===== config.mk =====
export PLATFORM = sky130hd
export DESIGN_NAME = space_run_to_tab_encoder_unit_flat
export DESIGN_NICKNAME = d
export VERILOG_FILES = /design/src/rtl/strt_pkg.sv /design/src/rtl/strt_in_if.sv /design/src/rtl/strt_out_if.sv /design/src/rtl/space_run_to_tab_encoder_unit.sv /design/src/flat_wrapper.sv
export SDC_FILE = /design/constraint.sdc
export NUM_CORES = 2
export LEC_CHECK = 0
export BUFFER_PORTS_ARGS = -buffer_cell sky130_fd_sc_hd__buf_2
export CORE_MARGIN = 2
export CORE_UTILIZATION = 53
export CTS_BUF_LIST = sky130_fd_sc_hd__clkbuf_4
export CTS_CLUSTER_DIAMETER = 200
export DETAILED_ROUTE_END_ITERATION = 12
export PLACE_DENSITY = 0.69
export SYNTH_ARGS = -nofsm -noshare
export SYNTH_HDL_FRONTEND = slang
export SYNTH_SLANG_ARGS = --single-unit

===== constraint.sdc =====
create_clock -name clk -period 18.7 [get_ports clk]
set_input_delay 3.74 -clock clk [delete_from_list [all_inputs] [get_ports clk]]
set_output_delay 3.74 -clock clk [all_outputs]
set_load 0.01 [all_outputs]

===== src/rtl/strt_pkg.sv =====
package strt_pkg;

  localparam int BYTE_W     = 8;
  localparam int COL_W      = 16;
  localparam int MARK_W     = COL_W + 1;
  localparam int PEND_W     = 16;
  localparam int REP_W      = 8;
  localparam int FM_W       = 2;
  localparam int TH_W       = 3;
  localparam int IDX_W      = 3;
  localparam int DATA_W     = 16;
  localparam int NUM_STOPS  = 4;
  localparam int EXPAND_W   = 8;
  localparam int EXP_SHIFT  = $clog2(EXPAND_W);
  localparam int STEP_W     = $clog2(COL_W);
  localparam int NUM_LANES  = 3;
  localparam int LANE_TOP   = 0;
  localparam int LANE_COL   = 1;
  localparam int LANE_NEXT  = 2;
  localparam int MAX_RES    = 3;
  localparam int FIFO_DEPTH = 4;
  localparam int FIFO_AW    = $clog2(FIFO_DEPTH);
  localparam int CNT_W      = $clog2(FIFO_DEPTH + 1);

  localparam logic [COL_W-1:0]  COL_MAX  = '1;
  localparam logic [PEND_W-1:0] PEND_MAX = '1;
  localparam logic [REP_W-1:0]  REP_RESET = 8'd8;

  localparam logic [BYTE_W-1:0] CH_SPACE = 8'd32;
  localparam logic [BYTE_W-1:0] CH_TAB   = 8'd9;
  localparam logic [BYTE_W-1:0] CH_NL    = 8'd10;

  localparam logic [IDX_W-1:0] REG_FIELD_MODE   = 3'd0;
  localparam logic [IDX_W-1:0] REG_TAB_HANDLING = 3'd1;
  localparam logic [IDX_W-1:0] REG_REPEAT       = 3'd2;
  localparam logic [IDX_W-1:0] REG_STOP_ZERO    = 3'd3;
  localparam logic [IDX_W-1:0] REG_STOP_LAST    = IDX_W'(REG_STOP_ZERO + NUM_STOPS - 1);

  localparam logic [FM_W-1:0] FM_FIXED    = 2'd1;
  localparam logic [FM_W-1:0] FM_COMPRESS = 2'd2;

  localparam logic [TH_W-1:0] TH_HONOUR = 3'd1;
  localparam logic [TH_W-1:0] TH_DELETE = 3'd2;
  localparam logic [TH_W-1:0] TH_PASS   = 3'd3;
  localparam logic [TH_W-1:0] TH_SPACE  = 3'd4;
  localparam logic [TH_W-1:0] TH_EXPAND = 3'd5;

  typedef struct packed {
    logic [BYTE_W-1:0] out_byte;
    logic [PEND_W-1:0] out_count;
    logic              last_of_run;
  } rec_t;

endpackage


===== src/rtl/strt_in_if.sv =====
interface strt_in_if import strt_pkg::*; ();
  logic              valid;
  logic              ready;
  logic [BYTE_W-1:0] in_byte;

  modport source (output valid, output in_byte, input ready);
  modport sink (input valid, input in_byte, output ready);
endinterface


===== src/rtl/strt_out_if.sv =====
interface strt_out_if import strt_pkg::*; ();
  logic              valid;
  logic              ready;
  logic [BYTE_W-1:0] out_byte;
  logic [PEND_W-1:0] out_count;
  logic              last_of_run;

  modport source (output valid, output out_byte, output out_count, output last_of_run,
                  input ready);
  modport sink (input valid, input out_byte, input out_count, input last_of_run,
                output ready);
endinterface


===== src/rtl/space_run_to_tab_encoder_unit.sv =====
// Space-run to tab encoder. One text byte is taken per cycle into an input register and
// processed once the result queue holds at most one result; its results (zero to three
// space, tab or byte runs) go into a four-entry result queue that drains one result per
// cycle while the consumer is ready. The input keeps taking a byte every cycle as long as
// the queue holds at most one result and the remainder unit is idle; bytes that cause two
// or three results hold the input until the queue has drained back to one result. The
// repeating tab stops are tracked by running multiples of the repeat interval, which are
// rebuilt by a bit-serial remainder unit after every configuration write: the input is
// held off while that unit runs after the last write of a burst.
module space_run_to_tab_encoder_unit import strt_pkg::*; (
  input  logic             clk,
  input  logic             rst,
  input  logic             wr_en,
  input  logic [IDX_W-1:0] wr_index,
  input  logic [DATA_W-1:0] wr_data,
  strt_in_if.sink          text_in,
  strt_out_if.source       code_out
);

  // configuration
  logic [FM_W-1:0]  field_mode;
  logic [TH_W-1:0]  tab_handling;
  logic [REP_W-1:0] repeat_interval;
  logic [COL_W-1:0] stop_list [NUM_STOPS];

  // line state
  logic [COL_W-1:0]  column, column_next;
  logic [COL_W-1:0]  next_stop, next_stop_next;
  logic [PEND_W-1:0] pending, pending_next;
  logic [MARK_W-1:0] rmark, rmark_next;
  logic [MARK_W-1:0] rtop;
  logic [MARK_W-1:0] rjump;
  logic              stale, stale_next;

  // remainder unit
  logic              busy;
  logic [STEP_W-1:0] step_cnt;
  logic [REP_W-1:0]  rem [NUM_LANES];
  logic [REP_W-1:0]  rem_next [NUM_LANES];
  logic [COL_W-1:0]  lane_base [NUM_LANES];
  logic [MARK_W-1:0] lane_mark [NUM_LANES];
  logic [COL_W-1:0]  stop_top;
  logic [STEP_W-1:0] bit_idx;

  // input register
  logic              in_q_valid;
  logic [BYTE_W-1:0] in_q_byte;
  logic              fire;

  // result queue
  rec_t               fifo_mem [FIFO_DEPTH];
  logic [FIFO_AW-1:0] wr_ptr, rd_ptr;
  logic [CNT_W-1:0]   fifo_cnt;
  logic               pop;

  // step logic
  logic [REP_W-1:0]   rep_e;
  logic [COL_W-1:0]   col_inc;
  logic [MARK_W-1:0]  exp_sum, exp_round;
  logic [COL_W-1:0]   exp_t;
  logic               is_space, is_tab, is_nl;
  logic               hon, pass_t, other, search, hit, past;
  logic               found;
  logic [COL_W-1:0]   best;
  logic [MARK_W-1:0]  adv, cand;
  rec_t               e_rec [MAX_RES];
  logic               e_v [MAX_RES];
  logic [FIFO_AW-1:0] e_off [MAX_RES];
  logic [1:0]         push_n;

  function automatic logic [PEND_W-1:0] pend_add(input logic [PEND_W-1:0] p,
                                                 input logic [COL_W-1:0] k);
    logic [PEND_W:0] s;
    s = (PEND_W+1)'(p) + (PEND_W+1)'(k);
    return s[PEND_W] ? PEND_MAX : s[PEND_W-1:0];
  endfunction

  assign rep_e    = (repeat_interval == '0) ? REP_W'(1) : repeat_interval;
  assign fire     = in_q_valid && (fifo_cnt <= CNT_W'(FIFO_DEPTH - MAX_RES));
  assign text_in.ready = !busy && (!in_q_valid || fire);

  assign is_space = (in_q_byte == CH_SPACE);
  assign is_tab   = (in_q_byte == CH_TAB);
  assign is_nl    = (in_q_byte == CH_NL);

  assign col_inc   = (column == COL_MAX) ? column : column + COL_W'(1);
  assign exp_sum   = {1'b0, col_inc} + MARK_W'(EXPAND_W - 1);
  assign exp_round = (exp_sum >> EXP_SHIFT) << EXP_SHIFT;
  assign exp_t     = (exp_round > {1'b0, COL_MAX}) ? COL_MAX : exp_round[COL_W-1:0];

  always_comb begin
    column_next  = column;
    pending_next = pending;
    search       = 1'b0;
    hon          = 1'b0;
    pass_t       = 1'b0;
    other        = 1'b0;
    if (is_space) begin
      column_next  = col_inc;
      pending_next = pend_add(pending, COL_W'(1));
    end else if (is_tab) begin
      case (tab_handling)
        TH_HONOUR: begin
          hon          = 1'b1;
          pending_next = '0;
          column_next  = (next_stop != '0) ? next_stop : col_inc;
          search       = 1'b1;
        end
        TH_DELETE: begin
          column_next = column;
        end
        TH_PASS: begin
          pass_t       = 1'b1;
          column_next  = col_inc;
          pending_next = '0;
        end
        TH_SPACE: begin
          column_next  = col_inc;
          pending_next = pend_add(pending, COL_W'(1));
        end
        TH_EXPAND: begin
          column_next = exp_t;
          if (exp_t > column) begin
            pending_next = pend_add(pending, exp_t - column);
          end
        end
        default: begin
          column_next = col_inc;
        end
      endcase
    end else begin
      other        = 1'b1;
      column_next  = col_inc;
      pending_next = '0;
      if (is_nl) begin
        column_next = '0;
        search      = 1'b1;
      end
    end

    hit  = !search && (next_stop != '0) && (column_next == next_stop);
    past = !search && (next_stop != '0) && (column_next > next_stop);

    // emitted runs, in output order
    e_v[0]             = (pass_t || other) && (pending != '0);
    e_rec[0].out_byte  = CH_SPACE;
    e_rec[0].out_count = pending;
    e_v[1]             = hon || pass_t || other;
    e_rec[1].out_byte  = other ? in_q_byte : CH_TAB;
    e_rec[1].out_count = PEND_W'(1);
    e_v[2]             = hit && ((field_mode == FM_FIXED) || (pending_next != '0));
    e_rec[2].out_byte  = ((pending_next == PEND_W'(1)) && (field_mode == FM_COMPRESS)) ?
                         CH_SPACE : CH_TAB;
    e_rec[2].out_count = PEND_W'(1);
    e_rec[2].last_of_run = 1'b1;
    e_rec[1].last_of_run = !e_v[2];
    e_rec[0].last_of_run = !e_v[1] && !e_v[2];
    e_off[0] = '0;
    e_off[1] = FIFO_AW'(e_v[0]);
    e_off[2] = FIFO_AW'(e_v[0]) + FIFO_AW'(e_v[1]);
    push_n   = 2'(e_v[0]) + 2'(e_v[1]) + 2'(e_v[2]);
    if (hit) begin
      pending_next = '0;
    end

    // running multiple of the repeat interval past the new column
    adv = rmark;
    for (int j = EXPAND_W; j >= 1; j--) begin
      cand = rmark + MARK_W'(rep_e) * MARK_W'(j);
      if (cand > {1'b0, column_next}) begin
        adv = cand;
      end
    end
    if (other && is_nl) begin
      rmark_next = rtop;
    end else if (hon && stale && (next_stop != '0)) begin
      rmark_next = rjump;
    end else if ({1'b0, column_next} >= rmark) begin
      rmark_next = adv;
    end else begin
      rmark_next = rmark;
    end

    // nearest listed stop past the new column
    found = 1'b0;
    best  = COL_MAX;
    for (int i = 0; i < NUM_STOPS; i++) begin
      if ((stop_list[i] != '0) && (stop_list[i] > column_next) &&
          (!found || (stop_list[i] < best))) begin
        best  = stop_list[i];
        found = 1'b1;
      end
    end

    if (search || hit || past) begin
      if (found) begin
        next_stop_next = best;
      end else if (rmark_next > {1'b0, COL_MAX}) begin
        next_stop_next = '0;
      end else begin
        next_stop_next = rmark_next[COL_W-1:0];
      end
      stale_next = 1'b0;
    end else begin
      next_stop_next = next_stop;
      stale_next     = stale;
    end
  end

  // remainder unit: base mod interval, one base bit per cycle
  assign bit_idx = STEP_W'(COL_W - 1) - step_cnt;

  always_comb begin
    logic [REP_W:0] shifted;
    logic [REP_W:0] diff;
    stop_top = '0;
    for (int i = 0; i < NUM_STOPS; i++) begin
      if (stop_list[i] > stop_top) begin
        stop_top = stop_list[i];
      end
    end
    lane_base[LANE_TOP]  = stop_top;
    lane_base[LANE_COL]  = (column > stop_top) ? column : stop_top;
    lane_base[LANE_NEXT] = (next_stop > stop_top) ? next_stop : stop_top;
    for (int l = 0; l < NUM_LANES; l++) begin
      shifted = {rem[l], lane_base[l][bit_idx]};
      diff    = shifted - {1'b0, rep_e};
      rem_next[l]  = (shifted >= {1'b0, rep_e}) ? diff[REP_W-1:0] : shifted[REP_W-1:0];
      lane_mark[l] = {1'b0, lane_base[l]} - MARK_W'(rem_next[l]) + MARK_W'(rep_e);
    end
  end

  always_ff @(posedge clk) begin
    if (wr_en) begin
      for (int l = 0; l < NUM_LANES; l++) begin
        rem[l] <= '0;
      end
    end else if (busy) begin
      for (int l = 0; l < NUM_LANES; l++) begin
        rem[l] <= rem_next[l];
      end
    end
  end

  always_ff @(posedge clk) begin
    if (rst) begin
      field_mode      <= '0;
      tab_handling    <= '0;
      repeat_interval <= REP_RESET;
      for (int i = 0; i < NUM_STOPS; i++) begin
        stop_list[i] <= '0;
      end
      column    <= '0;
      next_stop <= COL_W'(REP_RESET);
      pending   <= '0;
      rmark     <= MARK_W'(REP_RESET);
      rtop      <= MARK_W'(REP_RESET);
      rjump     <= MARK_W'(REP_RESET);
      stale     <= 1'b0;
      busy      <= 1'b0;
      step_cnt  <= '0;
    end else if (wr_en) begin
      case (wr_index)
        REG_FIELD_MODE:   field_mode      <= wr_data[FM_W-1:0];
        REG_TAB_HANDLING: tab_handling    <= wr_data[TH_W-1:0];
        REG_REPEAT:       repeat_interval <= wr_data[REP_W-1:0];
        default: begin
          if (wr_index inside {[REG_STOP_ZERO:REG_STOP_LAST]}) begin
            stop_list[$clog2(NUM_STOPS)'(wr_index - REG_STOP_ZERO)] <= wr_data[COL_W-1:0];
          end
        end
      endcase
      busy     <= 1'b1;
      step_cnt <= '0;
    end else if (busy) begin
      step_cnt <= step_cnt + STEP_W'(1);
      if (step_cnt == STEP_W'(COL_W - 1)) begin
        busy  <= 1'b0;
        rtop  <= lane_mark[LANE_TOP];
        rmark <= lane_mark[LANE_COL];
        rjump <= lane_mark[LANE_NEXT];
        stale <= 1'b1;
      end
    end else if (fire) begin
      column    <= column_next;
      next_stop <= next_stop_next;
      pending   <= pending_next;
      rmark     <= rmark_next;
      stale     <= stale_next;
    end
  end

  // input register
  always_ff @(posedge clk) begin
    if (rst) begin
      in_q_valid <= 1'b0;
    end else if (text_in.valid && text_in.ready) begin
      in_q_valid <= 1'b1;
    end else if (fire) begin
      in_q_valid <= 1'b0;
    end
  end

  always_ff @(posedge clk) begin
    if (text_in.valid && text_in.ready) begin
      in_q_byte <= text_in.in_byte;
    end
  end

  // result queue
  assign pop = code_out.valid && code_out.ready;

  always_ff @(posedge clk) begin
    if (fire) begin
      for (int k = 0; k < MAX_RES; k++) begin
        if (e_v[k]) begin
          fifo_mem[wr_ptr + e_off[k]] <= e_rec[k];
        end
      end
    end
  end

  always_ff @(posedge clk) begin
    if (rst) begin
      wr_ptr   <= '0;
      rd_ptr   <= '0;
      fifo_cnt <= '0;
    end else begin
      if (fire) begin
        wr_ptr <= wr_ptr + FIFO_AW'(push_n);
      end
      if (pop) begin
        rd_ptr <= rd_ptr + FIFO_AW'(1);
      end
      fifo_cnt <= fifo_cnt + (fire ? CNT_W'(push_n) : CNT_W'(0)) - CNT_W'(pop);
    end
  end

  assign code_out.valid       = (fifo_cnt != '0);
  assign code_out.out_byte    = fifo_mem[rd_ptr].out_byte;
  assign code_out.out_count   = fifo_mem[rd_ptr].out_count;
  assign code_out.last_of_run = fifo_mem[rd_ptr].last_of_run;

endmodule

===== src/flat_wrapper.sv =====
// flat-port wrapper written by rule: the top's interface ports become plain ports
module space_run_to_tab_encoder_unit_flat import strt_pkg::*;
  (clk, rst, wr_en, wr_index, wr_data, text_in_valid, text_in_in_byte, text_in_ready, code_out_valid, code_out_out_byte, code_out_out_count, code_out_last_of_run, code_out_ready);
  strt_in_if text_in_i ();
  strt_out_if code_out_i ();
  input  logic clk;
  input  logic rst;
  input  logic wr_en;
  input  logic [IDX_W-1:0] wr_index;
  input  logic [DATA_W-1:0] wr_data;
  input wire logic [$bits(text_in_i.valid)-1:0] text_in_valid;
  input wire logic [$bits(text_in_i.in_byte)-1:0] text_in_in_byte;
  output wire logic [$bits(text_in_i.ready)-1:0] text_in_ready;
  output wire logic [$bits(code_out_i.valid)-1:0] code_out_valid;
  output wire logic [$bits(code_out_i.out_byte)-1:0] code_out_out_byte;
  output wire logic [$bits(code_out_i.out_count)-1:0] code_out_out_count;
  output wire logic [$bits(code_out_i.last_of_run)-1:0] code_out_last_of_run;
  input wire logic [$bits(code_out_i.ready)-1:0] code_out_ready;
  assign text_in_i.valid = text_in_valid;
  assign text_in_i.in_byte = text_in_in_byte;
  assign text_in_ready = text_in_i.ready;
  assign code_out_valid = code_out_i.valid;
  assign code_out_out_byte = code_out_i.out_byte;
  assign code_out_out_count = code_out_i.out_count;
  assign code_out_last_of_run = code_out_i.last_of_run;
  assign code_out_i.ready = code_out_ready;
  space_run_to_tab_encoder_unit u_core (.clk(clk), .rst(rst), .wr_en(wr_en), .wr_index(wr_index), .wr_data(wr_data), .text_in(text_in_i), .code_out(code_out_i));
endmodule

======== Word-level counts from Yosys, hierarchy flattened ========
Memory sizes are Yosys's and may differ from the RTL's. A register that Yosys moved wholly into a read port is not among the register bits.
Index checks and enable logic that the tools add are counted.
storage, ports and cells
  latch bits .............................. 0
  word-level logic and storage cells ...... 283
  memories kept ........................... 3
  output and inout port bits .............. 27
  memory bits (read-only) ................. 0
  bits in writable memories ............... 188
  flip-flop bits (word level) ............. 134
  input port bits ......................... 32
operators by class
  bitwise operators ....................... 5
  div/mod/pow operators ................... 0
  reduce and logical (&&, ||, !) cells .... 65
  shift operators ......................... 0
  multiply operators ...................... 4
  muxes and demuxes ....................... 106
  equality and inequality tests ........... 17
  add/sub/neg operators ................... 33
  magnitude comparators ................... 33
memories
  name              words  width  rd ports  clocked after Yosys merged registers in  wr ports  line                                 RTL
  u_core.fifo_mem   4      25     1         1                                        3         space_run_to_tab_encoder_unit.sv:51  rec_t fifo_mem [FIFO_DEPTH];
  u_core.stop_list  4      16     4         0                                        4         space_run_to_tab_encoder_unit.sv:24  logic [COL_W-1:0] stop_list [NUM_STOPS];
  u_core.rem        3      8      3         0                                        3         space_run_to_tab_encoder_unit.sv:38  logic [REP_W-1:0] rem [NUM_LANES];
operators by type and width
  operator               number
  $mux 16                25
  $mux 17                14
  $gt 16x16->1           11
  $gt 17x16->1           8
  $reduce_bool 16->1     7
  $pmux 16 s3            2
  $add 17x11->17         4
  $add 17x8->17          4
  $mux 8                 8
  $sub 16x8->17          3
  $mux 1                 49
  $lt 16x16->1           3
  $add 17x10->17         2
  $gt 17x16->1 const B   2
  $ge 9x8->1             3
  $sub 8x8->8            3
  $logic_and 1x1->1      22
  $mul 8x3->11 const B   2
  $mul 8x2->10 const B   2
  $add 16x1->17 const B  1
  $add 16x16->17         1
  $add 16x3->17 const B  1
  $add 17x9->17          1
  $ge 16x17->1           1
  45 further kinds       84

======== Logic depth before layout (Yosys ltp) ========
  depth after elaboration ................. 24
  depth in mapped cells ................... 86
  depth with buffers taken out ............ 80

======== Least setup slack after synthesis ========
OpenSTA, ideal clock, no wires.
  kind .................................... flip-flop to flip-flop
  start point ............................. memory u_core.stop_list[1][14]
  end point ............................... register u_core.rjump[16]
  required time ........................... 18.614 ns
  library setup time ...................... 0.086 ns
  stages on the path, launching flop included .. 82
  path slack .............................. 3.566 ns
  buffers on the path ..................... 5
  period minus slack after synthesis ...... 15.134 ns
  arrival time ............................ 15.048 ns
  cell sequence ........................... edfxtp_1 ha_1 nand4_2 nor2_1 o2bb2ai_2 or4_1 buf_2 nand2_2 buf_1 mux2i_1 ha_1 o21ai_0 o21ai_0 a221oi_1 a21boi_0 inv_1 a31oi_1 nand2_1 (+46 left out) fa_1 a21oi_1 nor2_1 nor2_1 o21bai_1 a21oi_1 o21bai_1 a21oi_1 o21bai_1 a21oi_1 o21bai_1 a21oi_1 o21bai_1 a21oi_1 o21bai_1 a21oi_1 xor2_1 a211oi_1
RTL lines
  item                  line                                  RTL
  from (decl)           space_run_to_tab_encoder_unit.sv:24
  to (signal assigned)  space_run_to_tab_encoder_unit.sv:258  rjump <= MARK_W'(REP_RESET);
  to (signal assigned)  space_run_to_tab_encoder_unit.sv:281  rjump <= lane_mark[LANE_NEXT];
  to (decl)             space_run_to_tab_encoder_unit.sv:32   logic [MARK_W-1:0] rjump;

==> out/results.tsv <==
stage	metric	value	unit
routing	drtAntennaViolNets	0	
cells_and_area	multiInputGateArea	0.0275	mm^2
cts	clock_sinks	324	
yosys	synth_nets	5195	
cts	clk_path_buf_depth	3	
worst_setup_path	crit_type	reg2reg	
worst_setup_path	reg2reg_slack	1370	ps
yosys	synthesis.instances	4567	
sta	worst_hold_slack	455	ps
yosys	ys_seq_area_frac	0.203	
grt	grt_max_degree	79	
cells_and_area	final_cell_mix	ha_1 (532), inv_1 (379), a21oi_1 (379)	
grt	grtUsageTotal	0.381	
worst_setup_path	required	19360	ps
sta	drv_slew	0	
placement	dp_hpwl	107000	um
floorplan	core	0.0698	mm^2
yosys	yosys.area_share.simple	0.178	
cells_and_area	final_common_cell	ha_1	
sta	max_freq	57.7	MHz
sta	rsz0062_at_grt	false	
yosys	ys_warn_count	0	
cts	clk_latency	940	ps
worst_setup_path	crit_arrival	17990	ps
cells_and_area	register_area	0.00757	mm^2
grt	overflow	0	
cts	htree_num_levels	3	
floorplan	rows	97	
cts	path_clk_slew	60	ps
yosys	async_flop_share	0	
yosys	synth_mux_area_frac	0.0666	
yosys	yosys_most_used_dff	dfxtp_1	
worst_setup_path	endpoint_kind	register	
sta	finalCriticalPeriod	17330	ps
yosys	synth-seq-cells	324	
cts	cts_made_buffers	91	
worst_setup_path	cp-start-kind	register	
routing	via_per_inst	6.50	
sta	relSlewSlack	0.153	
yosys	synth_compound_area_frac	0.224	
yosys	synth_xor_xnor_area_share	0.0543	
cells_and_area	layout.nets	5222	
yosys	synth_top_family_by_area	compound AO/OA/AOI/OAI gates	
yosys	avgSynthCellArea	8.15	um^2
cells_and_area	area.growth.synth_to_final	7.02	%
routing	dr_total_vias	36500	
run	maxCapViolCount	0	
worst_setup_path	cpMaxStageDelayCell	or4_1	
grt	grt_pass1_wl	208000	um
sta	tightest_slew	1260	ps
grt	antenna_found_initial	4	
yosys	synth_edf_count	108	
sta	post-route-period-util	0.927	
worst_setup_path	cpMostUsedCell	a21oi_1	
yosys	ys_types	103	
yosys	yosys.area_share.adder	0.214	
routing	first_iter_violations	4379	
floorplan	start_util	0.534	
floorplan	fp.dieW	269	um
routing	drt_first_pass_iters	8	
sta	skew	133	ps
cells_and_area	fillers	6443	
sta	final_hold_viol_count	0	
pwr	leakagePower	17.5	nW
cells_and_area	drive_gt1_frac	0.0926	
cts	cts_root_buffer	clkbuf_4	
pwr	vdd_drop_max	0.0000727	V
outcome	status	finished clean	
grt	grt_pass1_vias	33800	
worst_setup_path	path_max_fanout	25	
cts	cts_tree	built	
worst_setup_path	cpPeakStageDelay	740	ps
placement	dpl_cell_area	0.0386	mm^2
floorplan	ios	59	
routing	drc_errors	0	
sta	setup_viol	0	
pwr	power.density	107	mW/mm^2
placement	portBuffers	58	
placement	gp_congestion	1.08	
hold_path	min_path_type	reg2reg	
routing	drt-wirelength-per-cell	24.9	um
floorplan	die_y	269	um
cells_and_area	design_area	0.0399	mm^2
yosys	syn_area	0.0372	mm^2
floorplan	die-area	0.0724	mm^2
routing	wirelength	140000	um
sta	fin_tns_setup	0	ps
## synthesized netlist by cell type (18+ instances only)
master / number / share of area
ha_1: 532 / 0.18
a21oi_1: 383 / 0.051
inv_1: 379 / 0.038
nor2_1: 360 / 0.036
nand2_1: 300 / 0.030
dfxtp_1: 216 / 0.12
o21ai_0: 210 / 0.028
xnor2_1: 189 / 0.044
clkbuf_1: 187 / 0.019
mux2i_1: 138 / 0.037
nor3_1: 135 / 0.018
edfxtp_1: 108 / 0.087
and2_1: 101 / 0.017
a21o_1: 100 / 0.020
nand3_1: 93 / 0.012
nand4_1: 89 / 0.015
o21a_1: 88 / 0.018
o21bai_1: 74 / 0.015
a211oi_1: 65 / 0.013
fa_1: 64 / 0.034
a22oi_1: 54 / 0.011
nand2b_1: 52 / 0.0087
nor2b_1: 49 / 0.0082
nor4_1: 43 / 0.0072
xor2_1: 42 / 0.0099
or3_1: 34 / 0.0057
mux4_2: 33 / 0.020
and3_1: 31 / 0.0052
o31ai_1: 29 / 0.0058
mux2_2: 28 / 0.0085
o221ai_1: 28 / 0.0066
a31oi_1: 21 / 0.0035
or2_2: 21 / 0.0035
a221oi_1: 19 / 0.0045
o22ai_1: 18 / 0.0030
## worst paths after layout
path / startpoint / end / cells after the start
setup / recovery: u_core.stop_list[1][7]$_SDFFCE_PN0P_ / u_core.rmark[15]$_SDFFE_PP0P_ / 68
hold / removal: u_core.rtop[9]$_SDFFE_PP0P_ / u_core.rtop[9]$_SDFFE_PP0P_ / 2
setup reg to reg: u_core.stop_list[1][7]$_SDFFCE_PN0P_ / u_core.rmark[15]$_SDFFE_PP0P_ / 68
hold reg to reg: u_core.rtop[9]$_SDFFE_PP0P_ / u_core.rtop[9]$_SDFFE_PP0P_ / 2
## kinds of logic after synthesis
family          count (synthesis)
compound gates               1264
simple gates                 1353
mux                           202
flops                         324
xor+xnor                      231
buf+inv                       595
fa+ha+maj                     598
## per-stage QoR
step	setup slack, ps	util	std cells	power [mW]
4_1_cts	1300	0.570	5605	4.16
3_5_place_dp	1500	0.554	5441	3.46
5_1_grt	5.31	0.571	5609	4.52
3_3_place_gp	1800	0.554	5441	3.44
6_report	1370	0.571	5613	4.25
2_1_floorplan	3570	-	4567	2.75
## routing by layer
metal  vias up  track usage  wire length, um
met5         -       0.0115               77
met4         2        0.183             7820
met3       446        0.109            16300
met2      2069        0.559            58000
met1     17200        0.510            57300
li1      16800            -                -
## timing repair
item                       in CTS  in global routing
setup buffers                   0                  0
gates resized for setup         0                  5
hold buffers                    0                  0
setup endpoints to repair       0                  8
## sequential cells by signal (all words and copies together) (netlist names), named ones only
signal / count
u_core.in_q_byte: 8
u_core.fifo_mem: 100
u_core.stale: 1
u_core.rem: 24
u_core.busy: 1
u_core.pending: 16
u_core.tab_handling: 3
u_core.rmark: 17
u_core.stop_list: 64
u_core.rd_ptr: 2
u_core.rtop: 17
u_core.fifo_cnt: 3
u_core.repeat_interval: 8
u_core.step_cnt: 4
u_core.wr_ptr: 2
u_core.column: 16
u_core.field_mode: 2
u_core.in_q_valid: 1
u_core.rjump: 17
u_core.next_stop: 16
## critical path, delay by kind of cell, from the launching register on
family | cells | cell delay [ps]
simple gates | 13 | 2970
mux | 4 | 1680
xor+xnor | 1 | 80
buf+inv | 6 | 840
compound gates | 37 | 8380
flops | 1 | 520
fa+ha+maj | 7 | 2540
## cell type report
cell class                 instances  area share
timing repair buffer             142      0.0232
clock inverter                    30     0.00414
multi-input combinational       3648       0.691
tap                              940      0.0295
clock buffer                     134      0.0252
antenna                            8    0.000502
sequential                       324       0.190
inverter                         387      0.0364
## power breakdown
| group | leakage, nW | total, mW | internal, mW | switching, mW |
|---|---|---|---|---|
| logic | 14.0 | 2.70 | 1.04 | 1.66 |
| registers | 2.81 | 0.867 | 0.780 | 0.0866 |
| clock network | 0.693 | 0.681 | 0.334 | 0.348 |
| total | 17.5 | 4.25 | 2.15 | 2.09 |
(Power assumes the default switching activity.)
